File: config.mk
export PLATFORM = sky130hd
export DESIGN_NAME = http_response_head_parser_flat
export DESIGN_NICKNAME = d
export VERILOG_FILES = /design/src/hdl/hrp_pkg.sv /design/src/hdl/hrp_intf.sv /design/src/hdl/hrp_in_stage.sv /design/src/hdl/hrp_parse_core.sv /design/src/hdl/hrp_out_stage.sv /design/src/hdl/http_response_head_parser.sv /design/src/flat_wrapper.sv
export VERILOG_INCLUDE_DIRS = /design/src /design/src/hdl
export SDC_FILE = /design/constraint.sdc
export NUM_CORES = 1
export LEC_CHECK = 0
export BUFFER_PORTS_ARGS = -buffer_cell sky130_fd_sc_hd__buf_2
export CAP_MARGIN = 10
export CORE_ASPECT_RATIO = 1.5
export CORE_MARGIN = 4
export CORE_UTILIZATION = 45
export CTS_BUF_LIST = sky130_fd_sc_hd__clkbuf_8
export CTS_CLUSTER_SIZE = 16
export DETAILED_ROUTE_END_ITERATION = 10
export SLEW_MARGIN = 40
export SYNTH_ARGS = -nofsm -noshare
export SYNTH_HDL_FRONTEND = slang
export SYNTH_SLANG_ARGS = --single-unit
File: constraint.sdc
create_clock -name clk -period 5.3 [get_ports clk]
set_input_delay 0 -clock clk [delete_from_list [all_inputs] [get_ports clk]]
set_output_delay 0 -clock clk [all_outputs]
set_load 0.1 [all_outputs]
File: src/hdl/http_response_head_parser_defines.svh
// ----------------------------------------------------------------------------
// HTTP response head parser assertion macros
// Shared property wrappers, clocked on clk and disabled while arst_n is low.
// ----------------------------------------------------------------------------
`ifndef HTTP_RESPONSE_HEAD_PARSER_DEFINES_SVH
`define HTTP_RESPONSE_HEAD_PARSER_DEFINES_SVH

// check post in the same cycle as pre
`define HRP_ASSERT_NOW(lbl, pre, post) \
	lbl: assert property (@(posedge clk) disable iff (!arst_n) (pre) |-> (post)) \
		else $error("hrp check failed");

// check post in the cycle after pre
`define HRP_ASSERT_NEXT(lbl, pre, post) \
	lbl: assert property (@(posedge clk) disable iff (!arst_n) (pre) |=> (post)) \
		else $error("hrp check failed");

`endif

File: src/hdl/hrp_pkg.sv
// ----------------------------------------------------------------------------
// HTTP response head parser package
// Widths, character codes, outcome codes, keyword tables and the result beat.
// ----------------------------------------------------------------------------
package hrp_pkg;

	// sizing
	localparam int LENGTH_BITS     = 32;
	localparam int HEAD_COUNT_BITS = 16;

	localparam logic [15:0] HEAD_LIMIT_RESET = 16'd4096;

	// characters
	localparam logic [7:0] CHAR_SP    = 8'h20;
	localparam logic [7:0] CHAR_HT    = 8'h09;
	localparam logic [7:0] CHAR_CR    = 8'h0D;
	localparam logic [7:0] CHAR_LF    = 8'h0A;
	localparam logic [7:0] CHAR_COLON = 8'h3A;
	localparam logic [7:0] CHAR_ZERO  = 8'h30;
	localparam logic [7:0] CHAR_NINE  = 8'h39;

	// keyword lengths
	localparam logic [3:0] VERSION_LEN = 4'd8;
	localparam logic [3:0] CL_LEN      = 4'd14;

	// outcome codes
	localparam logic [1:0] ST_PROC   = 2'd0;
	localparam logic [1:0] ST_ACCEPT = 2'd1;
	localparam logic [1:0] ST_REJECT = 2'd2;

	// error codes
	localparam logic [1:0] ERR_NONE      = 2'd0;
	localparam logic [1:0] ERR_BAD       = 2'd1;
	localparam logic [1:0] ERR_TOO_LARGE = 2'd2;

	typedef struct packed {
		logic [1:0]  parse_status;
		logic [1:0]  error_kind;
		logic [15:0] status_code;
		logic [31:0] content_length;
		logic        body_valid;
		logic [7:0]  body_byte;
		logic        body_last;
	} report_t;

	// "HTTP/1.1"
	function automatic logic [7:0] version_char(input logic [3:0] idx);
		logic [7:0] c;
		case (idx)
			4'd0: c = 8'h48;
			4'd1: c = 8'h54;
			4'd2: c = 8'h54;
			4'd3: c = 8'h50;
			4'd4: c = 8'h2F;
			4'd5: c = 8'h31;
			4'd6: c = 8'h2E;
			4'd7: c = 8'h31;
			default: c = 8'h00;
		endcase
		return c;
	endfunction

	// "Content-Length"
	function automatic logic [7:0] cl_char(input logic [3:0] idx);
		logic [7:0] c;
		case (idx)
			4'd0:  c = 8'h43;
			4'd1:  c = 8'h6F;
			4'd2:  c = 8'h6E;
			4'd3:  c = 8'h74;
			4'd4:  c = 8'h65;
			4'd5:  c = 8'h6E;
			4'd6:  c = 8'h74;
			4'd7:  c = 8'h2D;
			4'd8:  c = 8'h4C;
			4'd9:  c = 8'h65;
			4'd10: c = 8'h6E;
			4'd11: c = 8'h67;
			4'd12: c = 8'h74;
			4'd13: c = 8'h68;
			default: c = 8'h00;
		endcase
		return c;
	endfunction

endpackage

File: src/hdl/hrp_intf.sv
// ----------------------------------------------------------------------------
// HTTP response head parser channels
// Byte stream in and result report out, each a valid/ready handshake.
// ----------------------------------------------------------------------------
interface hrp_stream_if;
	logic       valid;
	logic       ready;
	logic [7:0] data_byte;

	modport source (output valid, output data_byte, input ready);
	modport sink (input valid, input data_byte, output ready);
endinterface

interface hrp_report_if;
	logic        valid;
	logic        ready;
	logic [1:0]  parse_status;
	logic [1:0]  error_kind;
	logic [15:0] status_code;
	logic [31:0] content_length;
	logic        body_valid;
	logic [7:0]  body_byte;
	logic        body_last;

	modport source (output valid, output parse_status, output error_kind,
		output status_code, output content_length, output body_valid,
		output body_byte, output body_last, input ready);
	modport sink (input valid, input parse_status, input error_kind,
		input status_code, input content_length, input body_valid,
		input body_byte, input body_last, output ready);
endinterface

File: src/hdl/hrp_in_stage.sv
// ----------------------------------------------------------------------------
// HTTP response head parser input stage
// Registers one stream beat; frees itself when the core takes the byte.
// ----------------------------------------------------------------------------
module hrp_in_stage (
	input  logic         clk,
	input  logic         arst_n,
	hrp_stream_if.sink   stream,
	input  logic         take,
	output logic         valid_s1,
	output logic [7:0]   byte_s1
);

	logic accept;

	// accept when empty or when the held byte moves on this cycle
	assign stream.ready = !valid_s1 || take;
	assign accept       = stream.valid && stream.ready;

	// hold occupancy
	always_ff @(posedge clk or negedge arst_n) begin
		if (!arst_n) begin
			valid_s1 <= 1'b0;
		end else if (accept) begin
			valid_s1 <= 1'b1;
		end else if (take) begin
			valid_s1 <= 1'b0;
		end
	end

	// capture the byte
	always_ff @(posedge clk) begin
		if (accept) begin
			byte_s1 <= stream.data_byte;
		end
	end

endmodule

File: src/hdl/hrp_parse_core.sv
// ----------------------------------------------------------------------------
// HTTP response head parser core
// Parse state, limit register and the next-state logic for one byte.
// ----------------------------------------------------------------------------
`include "http_response_head_parser_defines.svh"

module hrp_parse_core (
	input  logic                clk,
	input  logic                arst_n,
	input  logic                cfg_we,
	input  logic [15:0]         cfg_wdata,
	input  logic                step,
	input  logic [7:0]          byte_s1,
	output hrp_pkg::report_t    res_d
);

	localparam int ACC_W = hrp_pkg::LENGTH_BITS;
	localparam int NUM_W = hrp_pkg::LENGTH_BITS + 4;
	localparam int HC_W  = hrp_pkg::HEAD_COUNT_BITS;

	// phase codes
	localparam logic [2:0] PH_VERSION = 3'd0;
	localparam logic [2:0] PH_STATUS  = 3'd1;
	localparam logic [2:0] PH_REASON  = 3'd2;
	localparam logic [2:0] PH_HEADERS = 3'd3;
	localparam logic [2:0] PH_BODY    = 3'd4;
	localparam logic [2:0] PH_DONE    = 3'd5;

	// line flag positions
	localparam int F_IN_VALUE = 0;
	localparam int F_KEY      = 1;
	localparam int F_WS       = 2;
	localparam int F_DIGITS   = 3;
	localparam int F_BAD      = 4;
	localparam int F_NONEMPTY = 5;

	typedef struct packed {
		logic [3:0]       idx;
		logic             match;
		logic [5:0]       flags;
		logic [ACC_W-1:0] accum;
	} tok_t;

	localparam tok_t TOK_CLEAR = '{idx: 4'd0, match: 1'b1, flags: 6'd0, accum: '0};

	logic [15:0]        head_limit_q;
	logic [2:0]         phase_q, phase_d;
	logic [1:0]         outcome_q, outcome_d;
	logic [1:0]         kind_q, kind_d;
	logic               seen_cr_q, seen_cr_d;
	logic [HC_W-1:0]    head_count_q, head_count_d;
	tok_t               tok_q, tok_d, tok_pre;
	logic [15:0]        code_q, code_d;
	logic [ACC_W-1:0]   length_q, length_d;
	logic [ACC_W-1:0]   body_count_q, body_count_d;
	logic [NUM_W-1:0]   num10;
	logic [ACC_W:0]     body_next;
	logic               is_digit;
	logic               bv, bl;

	// advance the keyword compare by one character
	function automatic tok_t tok_advance(input tok_t t, input logic hit);
		tok_t r;
		r = t;
		if (!hit) begin
			r.match = 1'b0;
		end
		if (r.idx != 4'd15) begin
			r.idx = r.idx + 4'd1;
		end
		return r;
	endfunction

	// fold one header line byte into the token state
	function automatic tok_t hdr_content(input tok_t t, input logic [7:0] b,
		input logic [NUM_W-1:0] n10);
		tok_t r;
		logic ws;
		logic dig;
		logic hit;
		r   = t;
		ws  = (b == hrp_pkg::CHAR_SP) || (b == hrp_pkg::CHAR_HT);
		dig = (b >= hrp_pkg::CHAR_ZERO) && (b <= hrp_pkg::CHAR_NINE);
		hit = (t.idx < hrp_pkg::CL_LEN) && (b == hrp_pkg::cl_char(t.idx));
		r.flags[F_NONEMPTY] = 1'b1;
		if (!r.flags[F_IN_VALUE]) begin
			if (b == hrp_pkg::CHAR_COLON) begin
				r.flags[F_IN_VALUE] = 1'b1;
				r.flags[F_WS]       = 1'b0;
			end else if (ws) begin
				if (r.flags[F_KEY]) begin
					r.flags[F_WS] = 1'b1;
				end
			end else begin
				if (r.flags[F_WS]) begin
					r.match = 1'b0;
				end
				r.flags[F_KEY] = 1'b1;
				r.flags[F_WS]  = 1'b0;
				r = tok_advance(r, hit);
			end
		end else begin
			if (ws) begin
				if (r.flags[F_DIGITS]) begin
					r.flags[F_WS] = 1'b1;
				end
			end else if (dig && !r.flags[F_WS]) begin
				if (n10[NUM_W-1:ACC_W] != '0) begin
					r.flags[F_BAD] = 1'b1;
				end else begin
					r.accum           = n10[ACC_W-1:0];
					r.flags[F_DIGITS] = 1'b1;
				end
			end else begin
				r.flags[F_BAD] = 1'b1;
			end
		end
		return r;
	endfunction

	// accumulator times ten plus the digit in the current byte
	assign num10 = ({4'd0, tok_q.accum} << 3) + ({4'd0, tok_q.accum} << 1)
		+ NUM_W'(byte_s1[3:0]);
	assign is_digit  = (byte_s1 >= hrp_pkg::CHAR_ZERO) && (byte_s1 <= hrp_pkg::CHAR_NINE);
	assign body_next = {1'b0, body_count_q} + {{ACC_W{1'b0}}, 1'b1};

	// a pending CR that is not part of CRLF counts as line content first
	assign tok_pre = seen_cr_q ? hdr_content(tok_q, hrp_pkg::CHAR_CR, num10) : tok_q;

	// next state for the byte in the input register
	always_comb begin
		phase_d      = phase_q;
		outcome_d    = outcome_q;
		kind_d       = kind_q;
		seen_cr_d    = seen_cr_q;
		head_count_d = head_count_q;
		tok_d        = tok_q;
		code_d       = code_q;
		length_d     = length_q;
		body_count_d = body_count_q;
		bv           = 1'b0;
		bl           = 1'b0;

		if (outcome_q == hrp_pkg::ST_PROC) begin
			if (phase_q == PH_BODY) begin
				bv           = 1'b1;
				body_count_d = body_next[ACC_W-1:0];
				if (body_next >= {1'b0, length_q}) begin
					bl        = 1'b1;
					outcome_d = hrp_pkg::ST_ACCEPT;
					kind_d    = hrp_pkg::ERR_NONE;
					phase_d   = PH_DONE;
				end
			end else if (phase_q != PH_DONE) begin
				if (32'(head_count_q) >= 32'(head_limit_q)) begin
					outcome_d = hrp_pkg::ST_REJECT;
					kind_d    = hrp_pkg::ERR_TOO_LARGE;
					phase_d   = PH_DONE;
				end else begin
					if (head_count_q != '1) begin
						head_count_d = head_count_q + HC_W'(1);
					end
					case (phase_q)
						PH_VERSION: begin
							if (byte_s1 == hrp_pkg::CHAR_SP) begin
								if (tok_q.match && tok_q.idx == hrp_pkg::VERSION_LEN) begin
									phase_d = PH_STATUS;
									tok_d   = TOK_CLEAR;
								end else begin
									outcome_d = hrp_pkg::ST_REJECT;
									kind_d    = hrp_pkg::ERR_BAD;
									phase_d   = PH_DONE;
								end
							end else begin
								tok_d = tok_advance(tok_q,
									(tok_q.idx < hrp_pkg::VERSION_LEN) &&
									(byte_s1 == hrp_pkg::version_char(tok_q.idx)));
							end
						end
						PH_STATUS: begin
							if (byte_s1 == hrp_pkg::CHAR_SP) begin
								if (tok_q.flags[F_DIGITS] && !tok_q.flags[F_BAD]) begin
									code_d    = 16'(tok_q.accum);
									phase_d   = PH_REASON;
									seen_cr_d = 1'b0;
									tok_d     = TOK_CLEAR;
								end else begin
									outcome_d = hrp_pkg::ST_REJECT;
									kind_d    = hrp_pkg::ERR_BAD;
									phase_d   = PH_DONE;
								end
							end else if (is_digit) begin
								if (num10 > NUM_W'(16'hFFFF)) begin
									tok_d.flags[F_BAD] = 1'b1;
								end else begin
									tok_d.accum           = num10[ACC_W-1:0];
									tok_d.flags[F_DIGITS] = 1'b1;
								end
							end else begin
								tok_d.flags[F_BAD] = 1'b1;
							end
						end
						PH_REASON: begin
							if (seen_cr_q && byte_s1 == hrp_pkg::CHAR_LF) begin
								phase_d   = PH_HEADERS;
								seen_cr_d = 1'b0;
								tok_d     = TOK_CLEAR;
							end else begin
								seen_cr_d = (byte_s1 == hrp_pkg::CHAR_CR);
							end
						end
						default: begin
							if (seen_cr_q && byte_s1 == hrp_pkg::CHAR_LF) begin
								// end of line: a blank line opens the body, or accepts when the length is zero
								seen_cr_d = 1'b0;
								tok_d     = TOK_CLEAR;
								if (!tok_q.flags[F_NONEMPTY]) begin
									if (length_q == '0) begin
										outcome_d = hrp_pkg::ST_ACCEPT;
										kind_d    = hrp_pkg::ERR_NONE;
										phase_d   = PH_DONE;
									end else begin
										phase_d      = PH_BODY;
										body_count_d = '0;
									end
								end else if (tok_q.flags[F_KEY] && tok_q.match &&
									tok_q.idx == hrp_pkg::CL_LEN) begin
									if (tok_q.flags[F_DIGITS] && !tok_q.flags[F_BAD]) begin
										length_d = tok_q.accum;
									end else begin
										outcome_d = hrp_pkg::ST_REJECT;
										kind_d    = hrp_pkg::ERR_BAD;
										phase_d   = PH_DONE;
									end
								end else if (!tok_q.flags[F_KEY]) begin
									outcome_d = hrp_pkg::ST_REJECT;
									kind_d    = hrp_pkg::ERR_BAD;
									phase_d   = PH_DONE;
								end
							end else if (byte_s1 == hrp_pkg::CHAR_CR) begin
								seen_cr_d = 1'b1;
								tok_d     = tok_pre;
							end else begin
								seen_cr_d = 1'b0;
								tok_d     = hdr_content(tok_pre, byte_s1, num10);
							end
						end
					endcase
				end
			end
		end

		res_d.parse_status   = outcome_d;
		res_d.error_kind     = kind_d;
		res_d.status_code    = code_d;
		res_d.content_length = 32'(length_d);
		res_d.body_valid     = bv;
		res_d.body_byte      = bv ? byte_s1 : 8'd0;
		res_d.body_last      = bl;
	end

	// hold the limit register
	always_ff @(posedge clk or negedge arst_n) begin
		if (!arst_n) begin
			head_limit_q <= hrp_pkg::HEAD_LIMIT_RESET;
		end else if (cfg_we) begin
			head_limit_q <= cfg_wdata;
		end
	end

	// advance the parse state once per byte
	always_ff @(posedge clk or negedge arst_n) begin
		if (!arst_n) begin
			phase_q      <= PH_VERSION;
			outcome_q    <= hrp_pkg::ST_PROC;
			kind_q       <= hrp_pkg::ERR_NONE;
			seen_cr_q    <= 1'b0;
			head_count_q <= '0;
			tok_q        <= TOK_CLEAR;
			code_q       <= '0;
			length_q     <= '0;
			body_count_q <= '0;
		end else if (step) begin
			phase_q      <= phase_d;
			outcome_q    <= outcome_d;
			kind_q       <= kind_d;
			seen_cr_q    <= seen_cr_d;
			head_count_q <= head_count_d;
			tok_q        <= tok_d;
			code_q       <= code_d;
			length_q     <= length_d;
			body_count_q <= body_count_d;
		end
	end

	// a final outcome never changes
	`HRP_ASSERT_NEXT(a_final_holds, outcome_q != hrp_pkg::ST_PROC, $stable(outcome_q) && $stable(kind_q))
	// an error kind goes with a rejection only
	`HRP_ASSERT_NOW(a_kind_matches, 1'b1, (outcome_q == hrp_pkg::ST_REJECT) == (kind_q != hrp_pkg::ERR_NONE))
	// the last mark only on a body byte in the body phase
	`HRP_ASSERT_NOW(a_last_in_body, res_d.body_last, res_d.body_valid && phase_q == PH_BODY)
	// the body opens only with a nonzero length
	`HRP_ASSERT_NEXT(a_body_len, step && phase_q == PH_HEADERS && phase_d == PH_BODY, length_q != '0)

endmodule

File: src/hdl/hrp_out_stage.sv
// ----------------------------------------------------------------------------
// HTTP response head parser output stage
// Result register driving the report channel.
// ----------------------------------------------------------------------------
module hrp_out_stage (
	input  logic               clk,
	input  logic               arst_n,
	input  hrp_pkg::report_t   res_d,
	input  logic               load,
	output logic               free,
	hrp_report_if.source       report
);

	hrp_pkg::report_t res_s2;
	logic             valid_s2;

	// room for a new result when empty or when the held one is taken
	assign free = !valid_s2 || report.ready;

	// hold occupancy
	always_ff @(posedge clk or negedge arst_n) begin
		if (!arst_n) begin
			valid_s2 <= 1'b0;
		end else if (load) begin
			valid_s2 <= 1'b1;
		end else if (report.ready) begin
			valid_s2 <= 1'b0;
		end
	end

	// capture the result
	always_ff @(posedge clk) begin
		if (load) begin
			res_s2 <= res_d;
		end
	end

	assign report.valid          = valid_s2;
	assign report.parse_status   = res_s2.parse_status;
	assign report.error_kind     = res_s2.error_kind;
	assign report.status_code    = res_s2.status_code;
	assign report.content_length = res_s2.content_length;
	assign report.body_valid     = res_s2.body_valid;
	assign report.body_byte      = res_s2.body_byte;
	assign report.body_last      = res_s2.body_last;

endmodule

File: src/hdl/http_response_head_parser.sv
// ----------------------------------------------------------------------------
// HTTP response head parser
// Checks an HTTP/1.1 status line and headers, extracts status code and
// Content-Length, then passes the body bytes through and marks the last one.
//
//   channel   dir   beat payload
//   stream    in    data_byte
//   report    out   parse_status, error_kind, status_code, content_length,
//                   body_valid, body_byte, body_last
//   cfg       in    head_limit write (cfg_we, cfg_wdata)
//
// One byte per cycle sustained while the report side is ready; a report beat
// passes the input register, then the result register, after its stream beat.
// The cycle is set by the multiply-by-ten accumulate and keyword compares
// between the input register and the state and result registers.
// arst_n clears the parse state; the head limit returns to 4096.
// A stalled report holds its beat; one more stream beat is still taken
// into the input register behind it.
// ----------------------------------------------------------------------------
module http_response_head_parser (
	input  logic          clk,
	input  logic          arst_n,
	input  logic          cfg_we,
	input  logic [15:0]   cfg_wdata,
	hrp_stream_if.sink    stream,
	hrp_report_if.source  report
);

	logic             valid_s1;
	logic [7:0]       byte_s1;
	logic             free;
	logic             step;
	hrp_pkg::report_t res_d;

	// move the held byte through the core when the result register has room
	assign step = valid_s1 && free;

	hrp_in_stage u_in (
		.clk      (clk),
		.arst_n   (arst_n),
		.stream   (stream),
		.take     (step),
		.valid_s1 (valid_s1),
		.byte_s1  (byte_s1)
	);

	hrp_parse_core u_core (
		.clk       (clk),
		.arst_n    (arst_n),
		.cfg_we    (cfg_we),
		.cfg_wdata (cfg_wdata),
		.step      (step),
		.byte_s1   (byte_s1),
		.res_d     (res_d)
	);

	hrp_out_stage u_out (
		.clk    (clk),
		.arst_n (arst_n),
		.res_d  (res_d),
		.load   (step),
		.free   (free),
		.report (report)
	);

endmodule

File: src/flat_wrapper.sv
// flat-port wrapper written by rule: the top's interface ports become plain ports
module http_response_head_parser_flat 
  (clk, arst_n, cfg_we, cfg_wdata, stream_valid, stream_data_byte, stream_ready, report_valid, report_parse_status, report_error_kind, report_status_code, report_content_length, report_body_valid, report_body_byte, report_body_last, report_ready);
  hrp_stream_if stream_i ();
  hrp_report_if report_i ();
  input  logic clk;
  input  logic arst_n;
  input  logic cfg_we;
  input  logic [15:0] cfg_wdata;
  input wire logic [$bits(stream_i.valid)-1:0] stream_valid;
  input wire logic [$bits(stream_i.data_byte)-1:0] stream_data_byte;
  output wire logic [$bits(stream_i.ready)-1:0] stream_ready;
  output wire logic [$bits(report_i.valid)-1:0] report_valid;
  output wire logic [$bits(report_i.parse_status)-1:0] report_parse_status;
  output wire logic [$bits(report_i.error_kind)-1:0] report_error_kind;
  output wire logic [$bits(report_i.status_code)-1:0] report_status_code;
  output wire logic [$bits(report_i.content_length)-1:0] report_content_length;
  output wire logic [$bits(report_i.body_valid)-1:0] report_body_valid;
  output wire logic [$bits(report_i.body_byte)-1:0] report_body_byte;
  output wire logic [$bits(report_i.body_last)-1:0] report_body_last;
  input wire logic [$bits(report_i.ready)-1:0] report_ready;
  assign stream_i.valid = stream_valid;
  assign stream_i.data_byte = stream_data_byte;
  assign stream_ready = stream_i.ready;
  assign report_valid = report_i.valid;
  assign report_parse_status = report_i.parse_status;
  assign report_error_kind = report_i.error_kind;
  assign report_status_code = report_i.status_code;
  assign report_content_length = report_i.content_length;
  assign report_body_valid = report_i.body_valid;
  assign report_body_byte = report_i.body_byte;
  assign report_body_last = report_i.body_last;
  assign report_i.ready = report_ready;
  http_response_head_parser u_core (.clk(clk), .arst_n(arst_n), .cfg_we(cfg_we), .cfg_wdata(cfg_wdata), .stream(stream_i), .report(report_i));
endmodule
Yosys cells after proc, flatten, opt, wreduce, memory -nomap -nowiden
Memories as Yosys holds them, arrays and structs flattened.
Index checks and enable logic that the tools add are counted.
- bits in registers: 235
- bits in read-only memories: 280
- input bits: 29
- word-level logic and storage cells: 272
- memories: 3
- memory list (name ; words ; width ; read ports ; clocked after Yosys merged registers in ; wr ports ; RTL line ; text):
    (name not given) ; 16 ; 7 ; 1 ; 0 ; 0 ; hrp_pkg.sv:66 ; case (idx)
    (name not given) ; 16 ; 7 ; 1 ; 0 ; 0 ; hrp_pkg.sv:66 ;
    (name not given) ; 8 ; 7 ; 1 ; 0 ; 0 ; hrp_pkg.sv:49 ; case (idx)
- add/sub/neg operators: 6
- magnitude comparators: 8
- equal/unequal tests: 39
- muxes and demuxes: 147
- bitwise gates (word level): 3
- reduce and logical (&&, ||, !) cells: 40
- operators by type and width (kind ; count):
    $mux 32 ; 24
    $mux 43 ; 7
    $pmux 43 s3 ; 1
    $mux 8 ; 16
    $mux 16 ; 7
    $mux 2 ; 31
    $mux 3 ; 16
    $reduce_and 10->1 ; 4
    $add 35x33->36 ; 1
    $add 36x4->36 ; 1
    $gt 36x16->1 const B ; 1
    $mux 35 ; 1
    $mux 1 ; 34
    $mux 34 ; 1
    $add 32x1->33 const B ; 1
    $ge 33x32->1 ; 1
    $logic_not 32->1 ; 1
    $eq 8x4->1 const B ; 3
    $ne 4x4->1 const B ; 6
    $reduce_and 11->1 ; 2
    $mux 6 ; 3
    $ne 3x3->1 const B ; 6
    $add 16x1->16 const B ; 1
    $eq 8x6->1 const B ; 2
    35 further kinds ; 72

Longest topological paths before layout
Gate-level depths: netlist of run 1.
An unclocked memory read counts as a cell.
- depth in word-level cells: 23
- gate-level depth with buffers: 18

Cells and area by module
From an unflattened synthesis of run 1, not the netlist that was laid out.
- cells, all modules: 1441
- area total of the unflattened synthesis: 14931.8 µm²
- modules (own cells, without submodules) (module ; instances ; cells an instance ; area an instance (µm²) ; sequential area each (µm²)):
    hrp_parse_core ; 1 ; 1363 ; 12722.2 ; 4081.4
    hrp_out_stage ; 1 ; 65 ; 1909.3 ; 1886.8
    hrp_in_stage ; 1 ; 12 ; 294.0 ; 265.3
    http_response_head_parser ; 1 ; 1 ; 6.3 ; 0.0

Worst setup path before layout of run 1
OpenSTA, ideal clock, no wires.
- kind: reg2reg
- from: register u_core.u_in.byte_s1[3]
- to: register u_core.u_core.tok_q[10] in the netlist's numbering
- data arrival time: 4.388 ns
- path slack: 0.787 ns
- cell stages (with the launch flop): 16
- path buffers: 2
- path through: edfxtp_1 -> clkbuf_1 -> inv_1 -> fa_1 -> fa_1 -> nand2b_1 -> a21oi_1 -> o21ai_2 -> a2111oi_0 -> or2_1 -> xor2_1 -> or4_4 -> nor4_4 -> o21ai_2 -> buf_6 -> mux2_4
- cells in the longest elaborated chain, start to end: 9
- ends and longest elaborated chain (element ; RTL line ; text):
    start, declared ; hrp_in_stage.sv:11 ; output logic [7:0] byte_s1
    start signal, assigned ; hrp_in_stage.sv:34 ; byte_s1 <= stream.data_byte;
    branches (longest 9 deep; another with $add 36x4->36) ; -- ;
    end signal, assigned ; hrp_parse_core.sv:289 ; tok_q <= tok_d;
    end, declared ; hrp_parse_core.sv:52 ; tok_t tok_q, tok_d, tok_pre;
Several ways; the timed one is not identified. The select of a mux whose other input is x is not followed.
A chain may end at the register's enable or synchronous reset.

Worst setup path in the final report of run 1
- from: register u_core.u_core.tok_q[0] in the netlist's numbering
- to: register u_core.u_core.tok_q[7] in the netlist's numbering
- cells in the longest elaborated chain, start to end: 10
- ends and longest elaborated chain (element ; RTL line ; text):
    $add 35x33->36 (*) ; hrp_parse_core.sv:122 ; assign num10 = ({4'd0, tok_q.accum} << 3) + ({4'd0, tok_q.accum} << 1)
    $add 36x4->36 (*) ; hrp_parse_core.sv:123 ; + NUM_W'(byte_s1[3:0]);
    branches (longest 8 deep; another with $gt 36x16->1) ; -- ;
Mark *: on every way between the ends. The select of a mux whose other input is x is not followed.

==> flow_summary.toml, run 1 <==
[timing]
timing.final.ws_setup_ns = 0.5031
hold_viol = 0
finClkSkew_ns = 0.02422
timing.slew.headroom = 0.4817
period_needed_ns = 4.797
rsz0062_at_grt = "false"
setup_total_negative_slack_ns = 0
worst_slew_pin_slew_ns = 0.7746
finalCritPeriodShare = 0.9051
maxSlewViolCount = 0
setup_viol = 0
timing.fmax_mhz = 208.5

[worst_setup_path]
cp_data_required_time_ns = 5.74
r2r_cells = 14
r2r-start = "u_core.u_core.tok_q[0]"
startpoint_type = "register"
critical_path_class = "register to register"
r2r-end = "u_core.u_core.tok_q[7]"
cp-end-kind = "register"
crit_arrival_ns = 5.24
reg2reg_slack_ns = 0.50
crit_fanout = 13

[clock_network]
hold_buffers = 61
clk_latency_ns = 0.58
cts.sinks = 235
cts_setup_buffers = 0
cts_made_buffers = 39
clk_pin_slew_ns = 0.06
cts_tree = "done"
h-tree-depth = 2
cts-root-buf = "clkbuf_8"
cts_buffer_depth = 3
cts_resized = 0

[worst_hold_path]
holdPathEnd = "u_core.u_in.byte_s1[5]"
hold-path-cell-count = 2
hp-start = "stream_data_byte[5]"
hp-class = "input port to register"

[final_layout]
fin_area_um2 = 17190
layout-drive-gt1-share = 0.1530
stdcell_count = 2128
nNetsFinal = 1833
area_growth_pct = 15.31
fillCellCount = 3006

[placed_design]
preCtsSetupSlack_ns = 0.3853
place_area_um2 = 15810
gp_congestion = 0.9207
portBuffers = 92
place_hpwl_mm = 30.00
dp.cells = 1994

[run]
maxCapViolations = 0

[global_route]
grt_pass1_vias = 12230
grt_pass1_wl_mm = 65.53
grt_max_degree = 86
grt-ovfl-total = 0
track_usage = 0.2276
grt_antenna_before_repair = 1

[synthesis]
synth-edff-count = 70
async_reset_ff_frac = 0.7021
syn_inst = 1535
synth_nets = 1687
yosysSeqAreaShare = 0.4181
ys_seq_elements = 235
syn_avg_cell_area_um2 = 9.714
netlist-cell-type-count = 87
synthFlopType = "dfrtp_1"
ys_warn_count = 0
synthesis.area_um2 = 14910

[floorplanning]
dieArea_um2 = 36170
row_count = 81
core_um2 = 32630
die_y_um = 230.9
fp.dieW_um = 156.6
start_util = 0.4569
ioPinCount = 93

[detailed_routing]
first_pass_iters = 7
drtIter0Drc = 817
routedWlPerCell_um = 19.46
drc_errors = 0
ant_nets = 0
via_count = 12160
routed_via_density = 5.712
routed_wl_mm = 41.40

[power]
p_leak_nw = 8.122
p_total_mw = 5.991
powerDensity_nw_per_um2 = 348.5
ir_drop_v = 0.0002552

[status]
status = "finished clean"
-- cell families (layout without fill, tap and decap cells) --
family                     count (synthesis)  after routing  share of synthesized area
and+or+nand+nor                          513            513                     0.1691
AOI/OAI and AO/OA                        357            357                     0.1581
DFF                                      235            235                     0.4181
buffers and inverters                    143            320                    0.03852
adders and majority gates                123            123                     0.1042
xor gates and xnor gates                  83             83                    0.04875
muxes                                     81             81                    0.06327
other                                      0              1                          0
-- cell usage after synthesis, types with 8 or more instances --
library cell | n | share of area
buf_2 | 15 | 0.0050
mux2i_1 | 14 | 0.0094
nor2b_1 | 12 | 0.0050
nor2_1 | 96 | 0.024
a31oi_1 | 13 | 0.0055
edfxtp_1 | 70 | 0.14
a21oi_1 | 72 | 0.024
a22o_1 | 37 | 0.022
nand2b_1 | 13 | 0.0055
inv_1 | 76 | 0.019
mux2_4 | 13 | 0.013
nand3_1 | 37 | 0.012
dfrtp_1 | 163 | 0.27
and3_1 | 27 | 0.011
clkbuf_1 | 44 | 0.011
nor4_1 | 18 | 0.0076
nor3_1 | 29 | 0.0097
o21ai_0 | 100 | 0.034
o31ai_1 | 12 | 0.0060
xnor2_1 | 47 | 0.028
or3_1 | 8 | 0.0034
xor2_1 | 36 | 0.021
o21ai_1 | 8 | 0.0027
o21a_1 | 8 | 0.0040
nand2_1 | 185 | 0.047
nand4_1 | 35 | 0.015
a21o_1 | 30 | 0.015
and2_1 | 16 | 0.0067
o211ai_1 | 14 | 0.0070
ha_1 | 121 | 0.10
mux2_2 | 49 | 0.037
-- how the worst max path moves through the flow --
stage                                      start                      end  slack [ns]  depth (start not counted)
final                     u_core.u_core.tok_q[0]   u_core.u_core.tok_q[7]        0.50                         14
after detailed placement  u_core.u_core.tok_q[0]   u_core.u_core.tok_q[8]        0.39                         14
after floorplan           u_core.u_in.byte_s1[3]  u_core.u_core.tok_q[10]        0.79                         15
after global routing      u_core.u_in.byte_s1[3]   u_core.u_core.tok_q[7]        0.24                         14
after CTS                 u_core.u_core.tok_q[0]   u_core.u_core.tok_q[7]        0.35                         14
after global placement    u_core.u_core.tok_q[0]  u_core.u_core.tok_q[14]        0.35                         13
-- state kept, by name (all words and copies together), names as in the netlist, 3 cells and up --
name                                flops
u_core.u_core.tok_q                    43
u_core.u_out.report.content_length     32
u_core.u_core.length_q                 32
u_core.u_out.report.status_code        16
u_core.u_in.byte_s1                     8
u_core.u_out.report.body_byte           8
u_core.u_core.head_limit_q             16
u_core.u_core.code_q                   16
u_core.u_core.body_count_q             32
u_core.u_core.head_count_q             16
u_core.u_core.phase_q                   3
-- layer usage --
layer | track usage | up-vias | part of all wire
met1 | 0.2877 | 5846 | 0.43
met3 | 0.03488 | 113 | 0.043
met4 | 0.09607 | 0 | 0.041
met5 | 0 | - | 0
met2 | 0.3855 | 315 | 0.49
li1 | - | 5881 | -
-- area by class of cell --
class,count,area [um2],area share
Antenna cell,1,2.502,0.0001456
Clock buffer,42,578.1,0.03362
Clock inverter,30,160.2,0.009315
Inverter,77,291.5,0.01696
Multi-Input combinational cell,1157,8138,0.4733
Sequential cell,235,6235,0.3626
Tap cell,415,519.2,0.03020
Timing Repair Buffer,171,1269,0.07379
-- worst max-delay path: stages, from the launching register on --
cell,delay (ns)
dfrtp_1,0.39
inv_1,0.09
fa_1,0.51
fa_1,0.47
nand2b_1,0.18
a21oi_1,0.32
o21ai_2,0.15
a2111oi_1,0.64
or2_1,0.23
xor2_1,0.09
or4_4,0.54
nor4_4,0.38
o21ai_4,0.16
buf_8,0.21
mux2_4,0.30
-- layout by cell type, fill, tap and decap left out, types with 35 or more instances in the layout --
| cell type | count |
|---|---|
| nand2_1 | 185 |
| dfrtp_1 | 162 |
| inv_1 | 91 |
| buf_2 | 91 |
| xnor2_1 | 47 |
| o21ai_0 | 100 |
| a22o_1 | 37 |
| a21oi_1 | 71 |
| clkbuf_8 | 42 |
| nor2_1 | 95 |
| edfxtp_1 | 70 |
| nand4_1 | 35 |
| mux2_2 | 49 |
| nand3_1 | 37 |
| dlygate4sd3_1 | 60 |
| ha_1 | 121 |
| xor2_1 | 36 |
-- report_power, final --
part	switching, mW	internal, mW	total, mW
combinational	1.38	0.662	2.04
sequential	0.251	2.13	2.39
clock	0.775	0.786	1.56
-- stage by stage --
step / util / hold WS (ns)
2_1_floorplan: - / -0.2956
3_3_place_gp: 0.4829 / -0.02230
3_5_place_dp: 0.4845 / -0.01812
4_1_cts: 0.5263 / 0.1123
5_1_grt: 0.5268 / 0.1308
6_report: 0.5268 / 0.1445
No activity file was read; power rests on OpenSTA's default activity.
==> run 2: changes to the inputs <==
clock period = 5.4 ns   (was 5.3 ns; I/O delays follow)
==> flow_summary.toml, run 2 (same netlist as run 1, synthesis figures left out) <==
[clock_network]
clk_pin_slew_ns = 0.07
cts.sinks = 235
cts-root-buf = "clkbuf_8"
cts_tree = "done"
cts_buffer_depth = 3
h-tree-depth = 2
cts_resized = 0
cts_setup_buffers = 0
clk_latency_ns = 0.58
hold_buffers = 59
cts_made_buffers = 40

[detailed_routing]
ant_nets = 0
routedWlPerCell_um = 19.34
first_pass_iters = 5
via_count = 12150
routed_wl_mm = 41.15
routed_via_density = 5.707
drtIter0Drc = 676
drc_errors = 0

[run]
maxCapViolations = 0

[placed_design]
gp_congestion = 0.9300
preCtsSetupSlack_ns = 0.4732
portBuffers = 92
place_hpwl_mm = 30.15

[power]
seqPwrFrac = 0.391
switching_power_mw = 2.366
powerDensity_nw_per_um2 = 346.5
ir_drop_v = 0.0001970
internal_power_mw = 3.602
clkPwrFrac = 0.274
p_leak_nw = 8.134
swShare = 0.3964
pwr-share-comb = 0.335

[worst_hold_path]
hp-class = "input port to async pin"

[timing]
timing.fmax_mhz = 206.0
period_needed_ns = 4.855
holdWs_ns = 0.01670
maxSlewViolCount = 0
hold_viol = 0
setup_total_negative_slack_ns = 0
worst_slew_pin_slew_ns = 0.7460
rsz0062_at_grt = "false"
finClkSkew_ns = 0.02653
timing.final.ws_setup_ns = 0.5448
finalCritPeriodShare = 0.8991
setup_viol = 0
timing.slew.headroom = 0.5026

[final_layout]
largest-register = "u_core.u_core.tok_q"
layout-drive-gt1-share = 0.1576
nNetsFinal = 1833
largest_register_ffs = 43
fillCellCount = 3020
post-route-util = 0.5277
layout_commonest_cell = "nand2_1"
final_cell_mix = "184 x nand2_1, 162 x dfrtp_1, 121 x ha_1"
antenna_cells = 0
area_growth_pct = 15.49

[floorplanning]
fp.dieW_um = 156.6
ioPinCount = 93
start_util = 0.4569
row_count = 81
core_um2 = 32630
dieArea_um2 = 36170
die_y_um = 230.9

[global_route]
grt_pass1_vias = 12360
grt-ovfl-total = 0
grt_antenna_before_repair = 0
grt_max_degree = 87
track_usage = 0.2265
grt_pass1_wl_mm = 65.71

[worst_setup_path]
path_buf_inv = 3
crit_arrival_ns = 5.30
max_stage_delay_ns = 0.58
cp_data_required_time_ns = 5.84
crit_slowest_cell = "a2111oi_0"
reg2reg_slack_ns = 0.54
crit_fanout = 13
cp-end-kind = "register"
crit_path_cell_trace = "inv_1, fa_1, fa_1, nand2b_1, a21oi_1, o21ai_2, a2111oi_0, buf_4, or2_1, xor2_1, or4_4, nor4_4, o21ai_4, buf_8, mux2_4"
critical_path_class = "register to register"
crit_path_frequent_cell = "fa_1"
startpoint_type = "register"
critPathTopFamily = "simple AND/OR/NAND/NOR gates"

[status]
status = "finished clean"
run 2: cell count changes in the layout (fill, tap and decap cells not counted), sizes merged:
cell / delta
clkbuf: +6
inv: -5
clkinv: +2
clkinvlp: -1
diode: -1
dlygate4sd3: -1
run 2: layout make-up:
| type | instances | area, um2 | share of cell area |
|---|---|---|---|
| multi-input cells | 1157 | 8139 | 0.4726 |
| flip-flops and latches | 235 | 6235 | 0.3621 |
| repair buffers | 170 | 1231 | 0.07150 |
| clock buffers | 48 | 660.6 | 0.03836 |
| well taps | 415 | 519.2 | 0.03015 |
| inverters | 77 | 291.5 | 0.01693 |
| clock inverters | 26 | 143.9 | 0.008356 |
run 2: worst reg2reg max path: cells and delay by family, from the launching register on:
kind	cells	cell delay [ns]
simple gates	4	1.22
compound gates	4	1.21
buf+inv	3	0.58
mux	1	0.31
fa+ha+maj	2	0.94
xor+xnor	1	0.10
flops	1	0.38
run 2: power by group through the flow:
| stage | registers [mW] | logic (mW) | clock network, mW |
|---|---|---|---|
| after floorplan | 2.68 | 1.13 | 0 |
| after global placement | 2.36 | 1.93 | 0 |
| after detailed placement | 2.36 | 1.96 | 0 |
| after CTS | 2.33 | 2.01 | 1.68 |
| after global routing | 2.37 | 2.18 | 1.75 |
| final | 2.34 | 2.00 | 1.63 |
run 2: stage by stage:
stage,power [mW],cells,cell area (um2)
2_1_floorplan,3.810,1535,14910
3_3_place_gp,4.286,1992,15760
3_5_place_dp,4.321,1995,15820
4_1_cts,6.024,2128,17220
5_1_grt,6.301,2128,17220
6_report,5.967,2128,17220
run 2: path summary, 6_finish.rpt:
check | startpoint | end | cells after the start
max | u_core.u_in.byte_s1[3] | u_core.u_core.tok_q[4] | 15
min in group clk | stream_data_byte[0] | u_core.u_in.byte_s1[0] | 2
min reg2reg | u_core.u_core.code_q[9] | u_core.u_core.code_q[9] | 2
max in group asynchronous | arst_n | u_core.u_core.body_count_q[13] | 3
min | arst_n | u_core.u_core.tok_q[41] | 2
max reg2reg | u_core.u_in.byte_s1[3] | u_core.u_core.tok_q[4] | 15
run 2: layer usage:
layer,vias to the layer above,GRT usage,part of all wire
met2,303,0.4007,0.51
met5,-,0,0
met4,0,0.07490,0.028
met1,5893,0.2833,0.42
met3,78,0.03001,0.045
li1,5871,-,-
